$ cat config.mk
export PLATFORM = sky130hd
export DESIGN_NAME = smbus_master_sequencer_flat
export DESIGN_NICKNAME = d
export VERILOG_FILES = /design/src/design/smb_pkg.sv /design/src/design/smb_if.sv /design/src/design/smb_core.sv /design/src/design/smb_out_stage.sv /design/src/design/smbus_master_sequencer.sv /design/src/flat_wrapper.sv
export SDC_FILE = /design/constraint.sdc
export NUM_CORES = 1
export LEC_CHECK = 0
export ABC_AREA = 1
export BUFFER_PORTS_ARGS = -buffer_cell sky130_fd_sc_hd__buf_2
export CAP_MARGIN = 20
export CORE_ASPECT_RATIO = 2
export CORE_MARGIN = 2
export CORE_UTILIZATION = 60
export DETAILED_ROUTE_END_ITERATION = 10
export GPL_ROUTABILITY_DRIVEN = 0
export PLACE_DENSITY = 0.85
export REMOVE_ABC_BUFFERS = 1
export SLEW_MARGIN = 10
export SYNTH_ARGS = -nofsm -noshare
export SYNTH_HDL_FRONTEND = slang
export SYNTH_SLANG_ARGS = --single-unit
export TNS_END_PERCENT = 100
$ cat constraint.sdc
create_clock -name i_clk -period 4.8 [get_ports i_clk]
set_input_delay 0.72 -clock i_clk [delete_from_list [all_inputs] [get_ports i_clk]]
set_output_delay 0.72 -clock i_clk [all_outputs]
set_load 0.03 [all_outputs]
$ cat src/design/smb_pkg.sv
`timescale 1ns / 1ps
// smb_pkg: types and constants for the smbus master sequencer
// used by every module of the block

package smb_pkg;

    typedef enum logic [1:0] {
        ACT_START   = 2'd0,
        ACT_STATUS  = 2'd1,
        ACT_TIMEOUT = 2'd2,
        ACT_NONE    = 2'd3
    } t_action;

    typedef enum logic [2:0] {
        PH_IDLE    = 3'd0,
        PH_ADDRESS = 3'd1,
        PH_COMMAND = 3'd2,
        PH_REPSTRT = 3'd3,
        PH_QUICK   = 3'd4,
        PH_READ    = 3'd5,
        PH_WRITE   = 3'd6
    } t_phase;

    typedef enum logic [2:0] {
        OC_OK         = 3'd0,
        OC_NO_DEVICE  = 3'd1,
        OC_IO_ERROR   = 3'd2,
        OC_INVALID    = 3'd3,
        OC_IDLE_EVENT = 3'd4
    } t_outcome;

    typedef enum logic [1:0] {
        ACK_LEAVE = 2'd0,
        ACK_SET   = 2'd1,
        ACK_CLEAR = 2'd2
    } t_ack;

    localparam logic [2:0] KIND_QUICK     = 3'd0;
    localparam logic [2:0] KIND_BYTE      = 3'd1;
    localparam logic [2:0] KIND_WORD      = 3'd3;
    localparam logic [2:0] KIND_BLOCK     = 3'd4;

    localparam logic [7:0] ST_DATA_READY  = 8'h40;
    localparam logic [7:0] ST_BUS_ERROR   = 8'h20;
    localparam logic [7:0] ST_NACK        = 8'h10;
    localparam logic [7:0] ST_MASTER      = 8'h02;
    localparam logic [7:0] ADDR_READ_BIT  = 8'h01;

    typedef struct packed {
        t_action    action;
        logic [6:0] slave_address;
        logic       read_request;
        logic [7:0] command_code;
        logic [2:0] transfer_kind;
        logic [7:0] block_length;
        logic [7:0] status_bits;
        logic [7:0] data_in;
    } t_req;

    typedef struct packed {
        logic       send_valid;
        logic [7:0] send_byte;
        logic       issue_start;
        logic       issue_stop;
        t_ack       ack_control;
        logic       received_valid;
        logic [7:0] received_byte;
        logic       clear_flags;
        logic       finished;
        t_outcome   outcome;
        logic       reset_wanted;
    } t_rsp;

    typedef struct packed {
        logic fire;
        logic has_result;
    } t_core_ctl;

endpackage

$ cat src/design/smb_if.sv
`timescale 1ns / 1ps
// smb_req_if and smb_rsp_if: valid/ready channels of the sequencer
// no dependencies

interface smb_req_if;
    logic       valid;
    logic       ready;
    logic [1:0] action;
    logic [6:0] slave_address;
    logic       read_request;
    logic [7:0] command_code;
    logic [2:0] transfer_kind;
    logic [7:0] block_length;
    logic [7:0] status_bits;
    logic [7:0] data_in;

    modport source (
        output valid, action, slave_address, read_request, command_code,
               transfer_kind, block_length, status_bits, data_in,
        input  ready
    );
    modport sink (
        input  valid, action, slave_address, read_request, command_code,
               transfer_kind, block_length, status_bits, data_in,
        output ready
    );
endinterface

interface smb_rsp_if;
    logic       valid;
    logic       ready;
    logic       send_valid;
    logic [7:0] send_byte;
    logic       issue_start;
    logic       issue_stop;
    logic [1:0] ack_control;
    logic       received_valid;
    logic [7:0] received_byte;
    logic       clear_flags;
    logic       finished;
    logic [2:0] outcome;
    logic       reset_wanted;

    modport source (
        output valid, send_valid, send_byte, issue_start, issue_stop, ack_control,
               received_valid, received_byte, clear_flags, finished, outcome,
               reset_wanted,
        input  ready
    );
    modport sink (
        input  valid, send_valid, send_byte, issue_start, issue_stop, ack_control,
               received_valid, received_byte, clear_flags, finished, outcome,
               reset_wanted,
        output ready
    );
endinterface

$ cat src/design/smb_core.sv
`timescale 1ns / 1ps
// smb_core: transaction state and the single-step sequencing logic
// depends on smb_pkg

module smb_core (
    input  logic              i_clk,
    input  logic              i_rst_n,
    input  logic              i_fire,
    input  smb_pkg::t_req     i_req,
    output logic              o_has_result,
    output smb_pkg::t_rsp     o_rsp
);
    import smb_pkg::*;

    t_phase     r_phase, n_phase;
    logic [7:0] r_addr, n_addr;
    logic [7:0] r_cmd, n_cmd;
    logic [7:0] r_rem, n_rem;
    logic       r_bwm, n_bwm;

    logic [7:0] w_len;
    logic       w_start_bad;
    logic       w_rd_req;
    logic       w_rd_cur;
    logic       w_st_any;
    logic       w_err;
    logic       w_nack;
    logic       w_rem_one;
    logic [7:0] w_rem_dec;
    t_ack       w_ack_next;

    always_comb begin
        case (i_req.transfer_kind)
            KIND_QUICK: w_len = 8'd0;
            KIND_WORD:  w_len = 8'd2;
            KIND_BLOCK: w_len = i_req.block_length;
            default:    w_len = 8'd1;
        endcase
    end

    assign w_rd_req    = i_req.read_request;
    assign w_rd_cur    = |(r_addr & ADDR_READ_BIT);
    assign w_start_bad = (r_phase != PH_IDLE) || (i_req.transfer_kind > KIND_BLOCK)
                         || (w_rd_req && (w_len == 8'd0));
    assign w_st_any    = |(i_req.status_bits & (ST_DATA_READY | ST_BUS_ERROR | ST_NACK));
    assign w_err       = (|(i_req.status_bits & ST_BUS_ERROR))
                         || !(|(i_req.status_bits & ST_MASTER));
    assign w_nack      = |(i_req.status_bits & ST_NACK);
    assign w_rem_one   = (r_rem == 8'd1);
    assign w_rem_dec   = r_rem - 8'd1;
    assign w_ack_next  = w_rem_one ? ACK_SET : ACK_CLEAR;

    // next state
    always_comb begin
        n_phase = r_phase;
        n_addr  = r_addr;
        n_cmd   = r_cmd;
        n_rem   = r_rem;
        n_bwm   = r_bwm;
        unique case (i_req.action)
            ACT_START: begin
                if (!w_start_bad) begin
                    n_addr  = {i_req.slave_address, w_rd_req};
                    n_cmd   = i_req.command_code;
                    n_rem   = w_len;
                    n_bwm   = (i_req.transfer_kind == KIND_BYTE) && !w_rd_req;
                    n_phase = (i_req.transfer_kind <= KIND_BYTE) ? PH_QUICK : PH_ADDRESS;
                end
            end
            ACT_STATUS: begin
                if (w_st_any && (r_phase != PH_IDLE)) begin
                    if (w_err || w_nack) begin
                        n_phase = PH_IDLE;
                    end else begin
                        unique case (r_phase)
                            PH_ADDRESS: n_phase = PH_COMMAND;
                            PH_COMMAND: n_phase = w_rd_cur ? PH_REPSTRT : PH_WRITE;
                            PH_REPSTRT, PH_QUICK: n_phase = w_rd_cur ? PH_READ : PH_WRITE;
                            PH_READ: begin
                                n_rem = w_rem_dec;
                                if (w_rem_one) begin
                                    n_phase = PH_IDLE;
                                end
                            end
                            PH_WRITE: begin
                                if (r_rem == 8'd0) begin
                                    n_phase = PH_IDLE;
                                end else begin
                                    n_rem = w_rem_dec;
                                end
                            end
                            default: n_phase = PH_IDLE;
                        endcase
                    end
                end
            end
            ACT_TIMEOUT: n_phase = PH_IDLE;
            ACT_NONE: ;
            default: ;
        endcase
    end

    // result
    always_comb begin
        o_has_result = 1'b0;
        o_rsp        = '0;
        unique case (i_req.action)
            ACT_START: begin
                o_has_result = 1'b1;
                if (w_start_bad) begin
                    o_rsp.finished = 1'b1;
                    o_rsp.outcome  = OC_INVALID;
                end else begin
                    o_rsp.issue_start = 1'b1;
                end
            end
            ACT_STATUS: begin
                o_has_result = w_st_any;
                if (r_phase == PH_IDLE) begin
                    o_rsp.outcome = OC_IDLE_EVENT;
                end else if (w_err) begin
                    o_rsp.finished     = 1'b1;
                    o_rsp.outcome      = OC_IO_ERROR;
                    o_rsp.reset_wanted = 1'b1;
                end else if (w_nack) begin
                    o_rsp.issue_stop  = 1'b1;
                    o_rsp.clear_flags = 1'b1;
                    o_rsp.finished    = 1'b1;
                    o_rsp.outcome     = OC_NO_DEVICE;
                end else begin
                    unique case (r_phase)
                        PH_ADDRESS: begin
                            o_rsp.send_valid = 1'b1;
                            o_rsp.send_byte  = r_addr & ~ADDR_READ_BIT;
                        end
                        PH_COMMAND: begin
                            o_rsp.send_valid = 1'b1;
                            o_rsp.send_byte  = r_cmd;
                        end
                        PH_REPSTRT, PH_QUICK: begin
                            o_rsp.issue_start = (r_phase == PH_REPSTRT);
                            if (w_rd_cur) begin
                                o_rsp.ack_control = w_ack_next;
                            end
                            o_rsp.send_valid = 1'b1;
                            o_rsp.send_byte  = r_addr;
                        end
                        PH_READ: begin
                            o_rsp.ack_control    = w_ack_next;
                            o_rsp.received_valid = 1'b1;
                            o_rsp.received_byte  = i_req.data_in;
                            if (w_rem_one) begin
                                o_rsp.issue_stop = 1'b1;
                                o_rsp.finished   = 1'b1;
                            end
                        end
                        PH_WRITE: begin
                            if (r_rem == 8'd0) begin
                                o_rsp.issue_stop = 1'b1;
                                o_rsp.finished   = 1'b1;
                            end else begin
                                o_rsp.send_valid = 1'b1;
                                o_rsp.send_byte  = r_bwm ? r_cmd : i_req.data_in;
                            end
                        end
                        default: ;
                    endcase
                end
            end
            ACT_TIMEOUT: begin
                o_has_result = 1'b1;
                if (r_phase == PH_IDLE) begin
                    o_rsp.outcome = OC_IDLE_EVENT;
                end else begin
                    o_rsp.finished     = 1'b1;
                    o_rsp.outcome      = OC_IO_ERROR;
                    o_rsp.reset_wanted = 1'b1;
                end
            end
            ACT_NONE: ;
            default: ;
        endcase
    end

    always_ff @(posedge i_clk) begin
        if (!i_rst_n) begin
            r_phase <= PH_IDLE;
            r_addr  <= '0;
            r_cmd   <= '0;
            r_rem   <= '0;
            r_bwm   <= 1'b0;
        end else if (i_fire) begin
            r_phase <= n_phase;
            r_addr  <= n_addr;
            r_cmd   <= n_cmd;
            r_rem   <= n_rem;
            r_bwm   <= n_bwm;
        end
    end

`ifndef SYNTHESIS
    a_timeout_idles: assert property (@(posedge i_clk) disable iff (!i_rst_n)
        (i_fire && i_req.action == ACT_TIMEOUT) |=> (r_phase == PH_IDLE))
        else $error("timeout did not return the sequencer to idle");

    a_quiet_holds: assert property (@(posedge i_clk) disable iff (!i_rst_n)
        (i_fire && i_req.action == ACT_STATUS && !w_st_any) |=> $stable(r_phase))
        else $error("quiet status changed the phase");

    a_ok_has_stop: assert property (@(posedge i_clk) disable iff (!i_rst_n)
        (o_has_result && o_rsp.finished && o_rsp.outcome == OC_OK) |-> o_rsp.issue_stop)
        else $error("transaction finished without stop");

    a_start_leaves_busy: assert property (@(posedge i_clk) disable iff (!i_rst_n)
        (i_fire && o_rsp.issue_start && i_req.action == ACT_START)
        |=> (r_phase == PH_QUICK || r_phase == PH_ADDRESS))
        else $error("accepted start did not enter a busy phase");
`endif

endmodule

$ cat src/design/smb_out_stage.sv
`timescale 1ns / 1ps
// smb_out_stage: result register in front of the response channel
// depends on smb_pkg

module smb_out_stage (
    input  logic              i_clk,
    input  logic              i_rst_n,
    input  smb_pkg::t_core_ctl i_ctl,
    input  smb_pkg::t_rsp     i_rsp,
    input  logic              i_ready,
    output logic              o_free,
    output logic              o_valid,
    output smb_pkg::t_rsp     o_rsp
);
    import smb_pkg::*;

    logic r_valid;
    t_rsp r_rsp;
    logic w_load;

    assign o_free  = !r_valid || i_ready;
    assign w_load  = i_ctl.fire && i_ctl.has_result;
    assign o_valid = r_valid;
    assign o_rsp   = r_rsp;

    always_ff @(posedge i_clk) begin
        if (!i_rst_n) begin
            r_valid <= 1'b0;
        end else if (w_load) begin
            r_valid <= 1'b1;
        end else if (i_ready) begin
            r_valid <= 1'b0;
        end
    end

    always_ff @(posedge i_clk) begin
        if (w_load) begin
            r_rsp <= i_rsp;
        end
    end

endmodule

$ cat src/design/smbus_master_sequencer.sv
`timescale 1ns / 1ps
// smbus_master_sequencer: top level of the smbus master transaction sequencer
// depends on smb_pkg, smb_if, smb_core, smb_out_stage
//
// i_req carries one request per handshake: a start (address, direction,
// command, kind, length), a controller status event or a timeout.
// o_rsp carries at most one response per request: the byte to send, the
// start/stop/ack controls, a received byte and the transaction outcome.
// a quiet status event and the unused action code produce no response.
// both channels use valid/ready; a transfer happens when both are high.
// a request is captured in an input register, stepped through the
// sequencer and the response is loaded into the result register.
// throughput is one request per cycle while o_rsp is not stalled; the
// sequencer state is the only loop.
// when o_rsp is stalled the result register holds, the input register
// keeps its request and i_req.ready drops only once both are full; a
// request that produces no response still moves on while stalled.
// synchronous reset returns the sequencer to idle and empties both
// registers; no clearing pass is needed.

module smbus_master_sequencer (
    input  logic        i_clk,
    input  logic        i_rst_n,
    smb_req_if.sink     i_req,
    smb_rsp_if.source   o_rsp
);
    import smb_pkg::*;

    logic      r_in_valid;
    t_req      r_in;
    t_core_ctl w_ctl;
    t_rsp      w_core_rsp;
    t_rsp      w_out_rsp;
    logic      w_has_result;
    logic      w_out_free;
    logic      w_in_ready;

    assign w_ctl.has_result = w_has_result;
    assign w_ctl.fire       = r_in_valid && (w_out_free || !w_has_result);
    assign w_in_ready       = !r_in_valid || w_ctl.fire;
    assign i_req.ready      = w_in_ready;

    always_ff @(posedge i_clk) begin
        if (!i_rst_n) begin
            r_in_valid <= 1'b0;
        end else if (w_in_ready) begin
            r_in_valid <= i_req.valid;
        end
    end

    always_ff @(posedge i_clk) begin
        if (w_in_ready && i_req.valid) begin
            r_in.action        <= t_action'(i_req.action);
            r_in.slave_address <= i_req.slave_address;
            r_in.read_request  <= i_req.read_request;
            r_in.command_code  <= i_req.command_code;
            r_in.transfer_kind <= i_req.transfer_kind;
            r_in.block_length  <= i_req.block_length;
            r_in.status_bits   <= i_req.status_bits;
            r_in.data_in       <= i_req.data_in;
        end
    end

    smb_core u_core (
        .i_clk        (i_clk),
        .i_rst_n      (i_rst_n),
        .i_fire       (w_ctl.fire),
        .i_req        (r_in),
        .o_has_result (w_has_result),
        .o_rsp        (w_core_rsp)
    );

    smb_out_stage u_out (
        .i_clk   (i_clk),
        .i_rst_n (i_rst_n),
        .i_ctl   (w_ctl),
        .i_rsp   (w_core_rsp),
        .i_ready (o_rsp.ready),
        .o_free  (w_out_free),
        .o_valid (o_rsp.valid),
        .o_rsp   (w_out_rsp)
    );

    assign o_rsp.send_valid     = w_out_rsp.send_valid;
    assign o_rsp.send_byte      = w_out_rsp.send_byte;
    assign o_rsp.issue_start    = w_out_rsp.issue_start;
    assign o_rsp.issue_stop     = w_out_rsp.issue_stop;
    assign o_rsp.ack_control    = w_out_rsp.ack_control;
    assign o_rsp.received_valid = w_out_rsp.received_valid;
    assign o_rsp.received_byte  = w_out_rsp.received_byte;
    assign o_rsp.clear_flags    = w_out_rsp.clear_flags;
    assign o_rsp.finished       = w_out_rsp.finished;
    assign o_rsp.outcome        = w_out_rsp.outcome;
    assign o_rsp.reset_wanted   = w_out_rsp.reset_wanted;

endmodule
$ cat src/flat_wrapper.sv
// flat-port wrapper written by rule: the top's interface ports become plain ports
module smbus_master_sequencer_flat import smb_pkg::*;
  (i_clk, i_rst_n, i_req_valid, i_req_action, i_req_slave_address, i_req_read_request, i_req_command_code, i_req_transfer_kind, i_req_block_length, i_req_status_bits, i_req_data_in, i_req_ready, o_rsp_valid, o_rsp_send_valid, o_rsp_send_byte, o_rsp_issue_start, o_rsp_issue_stop, o_rsp_ack_control, o_rsp_received_valid, o_rsp_received_byte, o_rsp_clear_flags, o_rsp_finished, o_rsp_outcome, o_rsp_reset_wanted, o_rsp_ready);
  smb_req_if i_req_i ();
  smb_rsp_if o_rsp_i ();
  input  logic i_clk;
  input  logic i_rst_n;
  input wire logic [$bits(i_req_i.valid)-1:0] i_req_valid;
  input wire logic [$bits(i_req_i.action)-1:0] i_req_action;
  input wire logic [$bits(i_req_i.slave_address)-1:0] i_req_slave_address;
  input wire logic [$bits(i_req_i.read_request)-1:0] i_req_read_request;
  input wire logic [$bits(i_req_i.command_code)-1:0] i_req_command_code;
  input wire logic [$bits(i_req_i.transfer_kind)-1:0] i_req_transfer_kind;
  input wire logic [$bits(i_req_i.block_length)-1:0] i_req_block_length;
  input wire logic [$bits(i_req_i.status_bits)-1:0] i_req_status_bits;
  input wire logic [$bits(i_req_i.data_in)-1:0] i_req_data_in;
  output wire logic [$bits(i_req_i.ready)-1:0] i_req_ready;
  output wire logic [$bits(o_rsp_i.valid)-1:0] o_rsp_valid;
  output wire logic [$bits(o_rsp_i.send_valid)-1:0] o_rsp_send_valid;
  output wire logic [$bits(o_rsp_i.send_byte)-1:0] o_rsp_send_byte;
  output wire logic [$bits(o_rsp_i.issue_start)-1:0] o_rsp_issue_start;
  output wire logic [$bits(o_rsp_i.issue_stop)-1:0] o_rsp_issue_stop;
  output wire logic [$bits(o_rsp_i.ack_control)-1:0] o_rsp_ack_control;
  output wire logic [$bits(o_rsp_i.received_valid)-1:0] o_rsp_received_valid;
  output wire logic [$bits(o_rsp_i.received_byte)-1:0] o_rsp_received_byte;
  output wire logic [$bits(o_rsp_i.clear_flags)-1:0] o_rsp_clear_flags;
  output wire logic [$bits(o_rsp_i.finished)-1:0] o_rsp_finished;
  output wire logic [$bits(o_rsp_i.outcome)-1:0] o_rsp_outcome;
  output wire logic [$bits(o_rsp_i.reset_wanted)-1:0] o_rsp_reset_wanted;
  input wire logic [$bits(o_rsp_i.ready)-1:0] o_rsp_ready;
  assign i_req_i.valid = i_req_valid;
  assign i_req_i.action = i_req_action;
  assign i_req_i.slave_address = i_req_slave_address;
  assign i_req_i.read_request = i_req_read_request;
  assign i_req_i.command_code = i_req_command_code;
  assign i_req_i.transfer_kind = i_req_transfer_kind;
  assign i_req_i.block_length = i_req_block_length;
  assign i_req_i.status_bits = i_req_status_bits;
  assign i_req_i.data_in = i_req_data_in;
  assign i_req_ready = i_req_i.ready;
  assign o_rsp_valid = o_rsp_i.valid;
  assign o_rsp_send_valid = o_rsp_i.send_valid;
  assign o_rsp_send_byte = o_rsp_i.send_byte;
  assign o_rsp_issue_start = o_rsp_i.issue_start;
  assign o_rsp_issue_stop = o_rsp_i.issue_stop;
  assign o_rsp_ack_control = o_rsp_i.ack_control;
  assign o_rsp_received_valid = o_rsp_i.received_valid;
  assign o_rsp_received_byte = o_rsp_i.received_byte;
  assign o_rsp_clear_flags = o_rsp_i.clear_flags;
  assign o_rsp_finished = o_rsp_i.finished;
  assign o_rsp_outcome = o_rsp_i.outcome;
  assign o_rsp_reset_wanted = o_rsp_i.reset_wanted;
  assign o_rsp_i.ready = o_rsp_ready;
  smbus_master_sequencer u_core (.i_clk(i_clk), .i_rst_n(i_rst_n), .i_req(i_req_i), .o_rsp(o_rsp_i));
endmodule
==> summary.md <==
| Metric | Value |
|---|---|
| CTS buffer count | 9 |
| Crit path capture type | flip-flop |
| H-tree Lvls | 3 |
| Filler cell count | 516 |
| Avg Cell Area, Syn | 9.81 um^2 |
| Post-Place Cell Area | 0.00494 mm^2 |
| Root Buffer | clkbuf_16 |
| Congestion Overflow GR | 0 |
| Synthesis warning total | 0 |
| Vias | 3,364 |
| Place WS | 2.08 ns |
| Final number of max-transition violations | 0 |
| Post-route clock period utilization | 0.566 |
| CTS Sinks | 99 |
| Worst Path Max Fanout | 29 |
| Startpoint Class | flip-flop |
| Yosys top cell area share | 0.458 |
| Max-capacitance violation count | 0 |
| CP Data Arrival Time | 2.69 ns |
| Static leakage | 2.29 nW |
| Register share of total power | 0.500 |
| Crit Path Category | reg2reg |
| Busiest grt layer | met2 |
| Final #Nets | 593 |
| Max-Slew Margin vs Limit | 0.322 |
| # rows | 44 |
| WP buf/inv | 3 |
| Antenna violations before repair | 0 |
| Switching Power | 0.464 mW |
| Hold Crit Start | u_core.r_in[36] |
| PortBufs | 74 |
| Top cells by area, synth | edfxtp_1 46%, dfxtp_1 13%, nand2_1 7.2% |
| Drt pass-1 iters | 5 |
| Delay-heaviest family, CP | buffers and inverters |
| Global Route met3 Usage | 0.0479 |
| Largest net degree at the start of global routing | 38 |
| Fin worst setup slack | 2.08 ns |
| Wire per inst | 13.6 um |
| Post-DRT Antenna Nets | 0 |
| 1st-iter DRT viols | 325 |
| Core area | 0.00727 mm^2 |
| RSZ-0062 raised after global routing | false |
| Synthesized instance count | 461 |
| R2R Path Start | u_core.r_in[43] |
| Status | finished, final reports clean |
| Die height | 127 um |
| DIE AREA | 0.00829 mm^2 |
| Switching share of power | 0.239 |
| I/O pins | 79 |
| Vias in the first global route | 3,148 |
| Hold buffer count at CTS | 0 |
| Clock transition at the registers of the reported paths | 0.07 ns |
| DP Wirelength | 6210 um |
| Mapped Area | 0.00452 mm^2 |
| Cell variety after synth | 41 |
| CP Launch Point | u_core.r_in[43] |
| PD cells | 368 mW/mm^2 |
| Comb power frac | 0.095 |
| Crit-path cells | inv_1 -> ha_1 -> nor2_1 -> nand2_1 -> nand3_1 -> nand2_2 -> inv_2 -> nand2_1 -> inv_1 |
| Final Setup Violations | 0 |
| Seq cells post-synth | 99 |
| Largest area contributor in the synthesized netlist | edfxtp_1 |
| Worst Path Required | 4.77 ns |
| Post CTS Setup Buffer Count | 0 |
| Share of layout cells above drive strength 1 | 0.240 |
| # DRC | 0 |
| Fmax | 368 MHz |
| Die W | 65.4 um |
| First-pass GRT wire length | 14,100 um |
| Setup TNS | 0 ns |
| Clock Latency Late Sink | 0.35 ns |
| Clock Skew | 0.00470 ns |
| Peak supply drop | 0.306 mV |
| Internal power | 1.47 mW |
| Post-CTS sizing | 0 |
| Clock Power Share | 0.405 |
| CTS tree | done |
| Met2 Track Usage GR | 0.407 |
| CP peak stage delay | 0.74 ns |
| Worst path slowest cell | inv_1 |
| Seq/Total Area, Yosys | 0.591 |
| Most common cell after layout, fill and taps aside | nand2_1 |
| Worst Tran Pin Value | 1.02 ns |
| WL final | 8610 um |
| Initial core utilization | 0.622 |
| Hold Fails Final Rpt | 0 |
| Worst Hold Class | reg2reg |
| GRT met1 Usage | 0.230 |
| Leading cell types in the layout, fill and taps excluded | 87 x nand2_1, 74 x nor2_1, 74 x buf_2 |
| Area Growth Syn to Fin | 16.5% |
| Total GRT Usage | 0.223 |
| Min cycle time layout | 2.72 ns |
| # diodes | 0 |
| Final Cell Area | 0.00527 mm^2 |
| Vias/cell | 5.31 |
| Clock tree buffer depth | 2 |
| Flop2flop setup slack | 2.08 ns |
==> logic make-up after synthesis <==
logic type	Yosys count	share of synthesized area
adder cells (fa/ha/maj)	7	0.0194
flip-flops	99	0.591
AO/OA/AOI/OAI	56	0.0772
buffers and inverters	72	0.0697
AND/OR/NAND/NOR	227	0.243
==> synthesized netlist by cell type <==
library cell	number
nand2_1	87
nor2_1	74
edfxtp_1	69
inv_1	56
dfxtp_1	30
nand3_1	25
o21ai_0	18
a21oi_1	9
nand2_2	8
nand4_1	8
o21ai_1	8
ha_1	7
nor2_2	6
nor2_4	5
o211ai_1	5
inv_2	4
a31oi_1	3
buf_6	3
nand3_4	3
nor3_1	3
o2111ai_1	3
o31ai_1	3
a22oi_1	2
buf_1	2
buf_2	2
inv_4	2
nand2_4	2
a21oi_4	1
a32oi_1	1
buf_4	1
buf_8	1
clkbuf_1	1
nand3_2	1
nand4_4	1
nor2_8	1
nor3_2	1
nor3_4	1
o21a_1	1
o21ai_2	1
o31ai_2	1
or2_2	1
==> area by class of cell <==
class                      count  area [um^2]  share of cell area
clock buffer                   9          225              0.0427
sequential                    99         2670               0.507
inverter                      62          238              0.0451
timing repair buffer          75          378              0.0717
clock inverter                 7          108              0.0204
multi-input combinational    290         1530               0.291
tap                           92          115              0.0218
==> layer usage <==
layer | routed length, um | share of wire
met1 | 3050 | 0.35
met2 | 4760 | 0.55
met3 | 467 | 0.054
met4 | 334 | 0.039
met5 | 0 | 0
==> final timing paths <==
check / end / depth (start not counted)
setup reg to reg: u_core.u_out.o_rsp[20] / 9
setup / recovery: u_core.u_out.o_rsp[20] / 9
hold / removal: u_core.u_core.r_addr[1] / 2
hold reg to reg: u_core.u_core.r_addr[1] / 2
==> through the flow <==
step / total power [mW] / hold slack, ns / util / cells
floorplan: 1.11 / 0.455 / - / 451
global placement: 1.16 / 0.464 / 0.679 / 618
detailed placement: 1.17 / 0.472 / 0.679 / 618
CTS: 1.94 / 0.488 / 0.725 / 634
global route: 2.00 / 0.510 / 0.725 / 634
finish: 1.94 / 0.481 / 0.725 / 634
==> power by group through the flow <==
stage                     Combinational, mW  Sequential [mW]  Clock (mW)
after floorplan                       0.111             1.00           0
after global placement                0.176            0.985           0
after detailed placement              0.180            0.987           0
after CTS                             0.183            0.968       0.793
after global routing                  0.204            0.971       0.830
final                                 0.184            0.968       0.786
==> worst register-to-register path, stage by stage (launching register included) <==
cell and delay [ns]:
edfxtp_1 0.41, inv_1 0.09, ha_1 0.34, nor2_1 0.14, nand2_1 0.08, nand3_1 0.08, nand2_2 0.11, inv_2 0.24
nand2_1 0.09, inv_1 0.74
==> state kept, by name (all words and copies together) (netlist names) <==
signal	count
u_core.r_in_valid	1
u_core.u_core.r_rem	8
u_core.u_out.o_valid	1
u_core.u_core.r_addr	8
u_core.u_out.o_rsp	28
u_core.u_core.r_phase	3
u_core.u_core.r_cmd	8
u_core.r_in	41
u_core.u_core.r_bwm	1
Note: power is estimated with default switching activity, not from simulation.
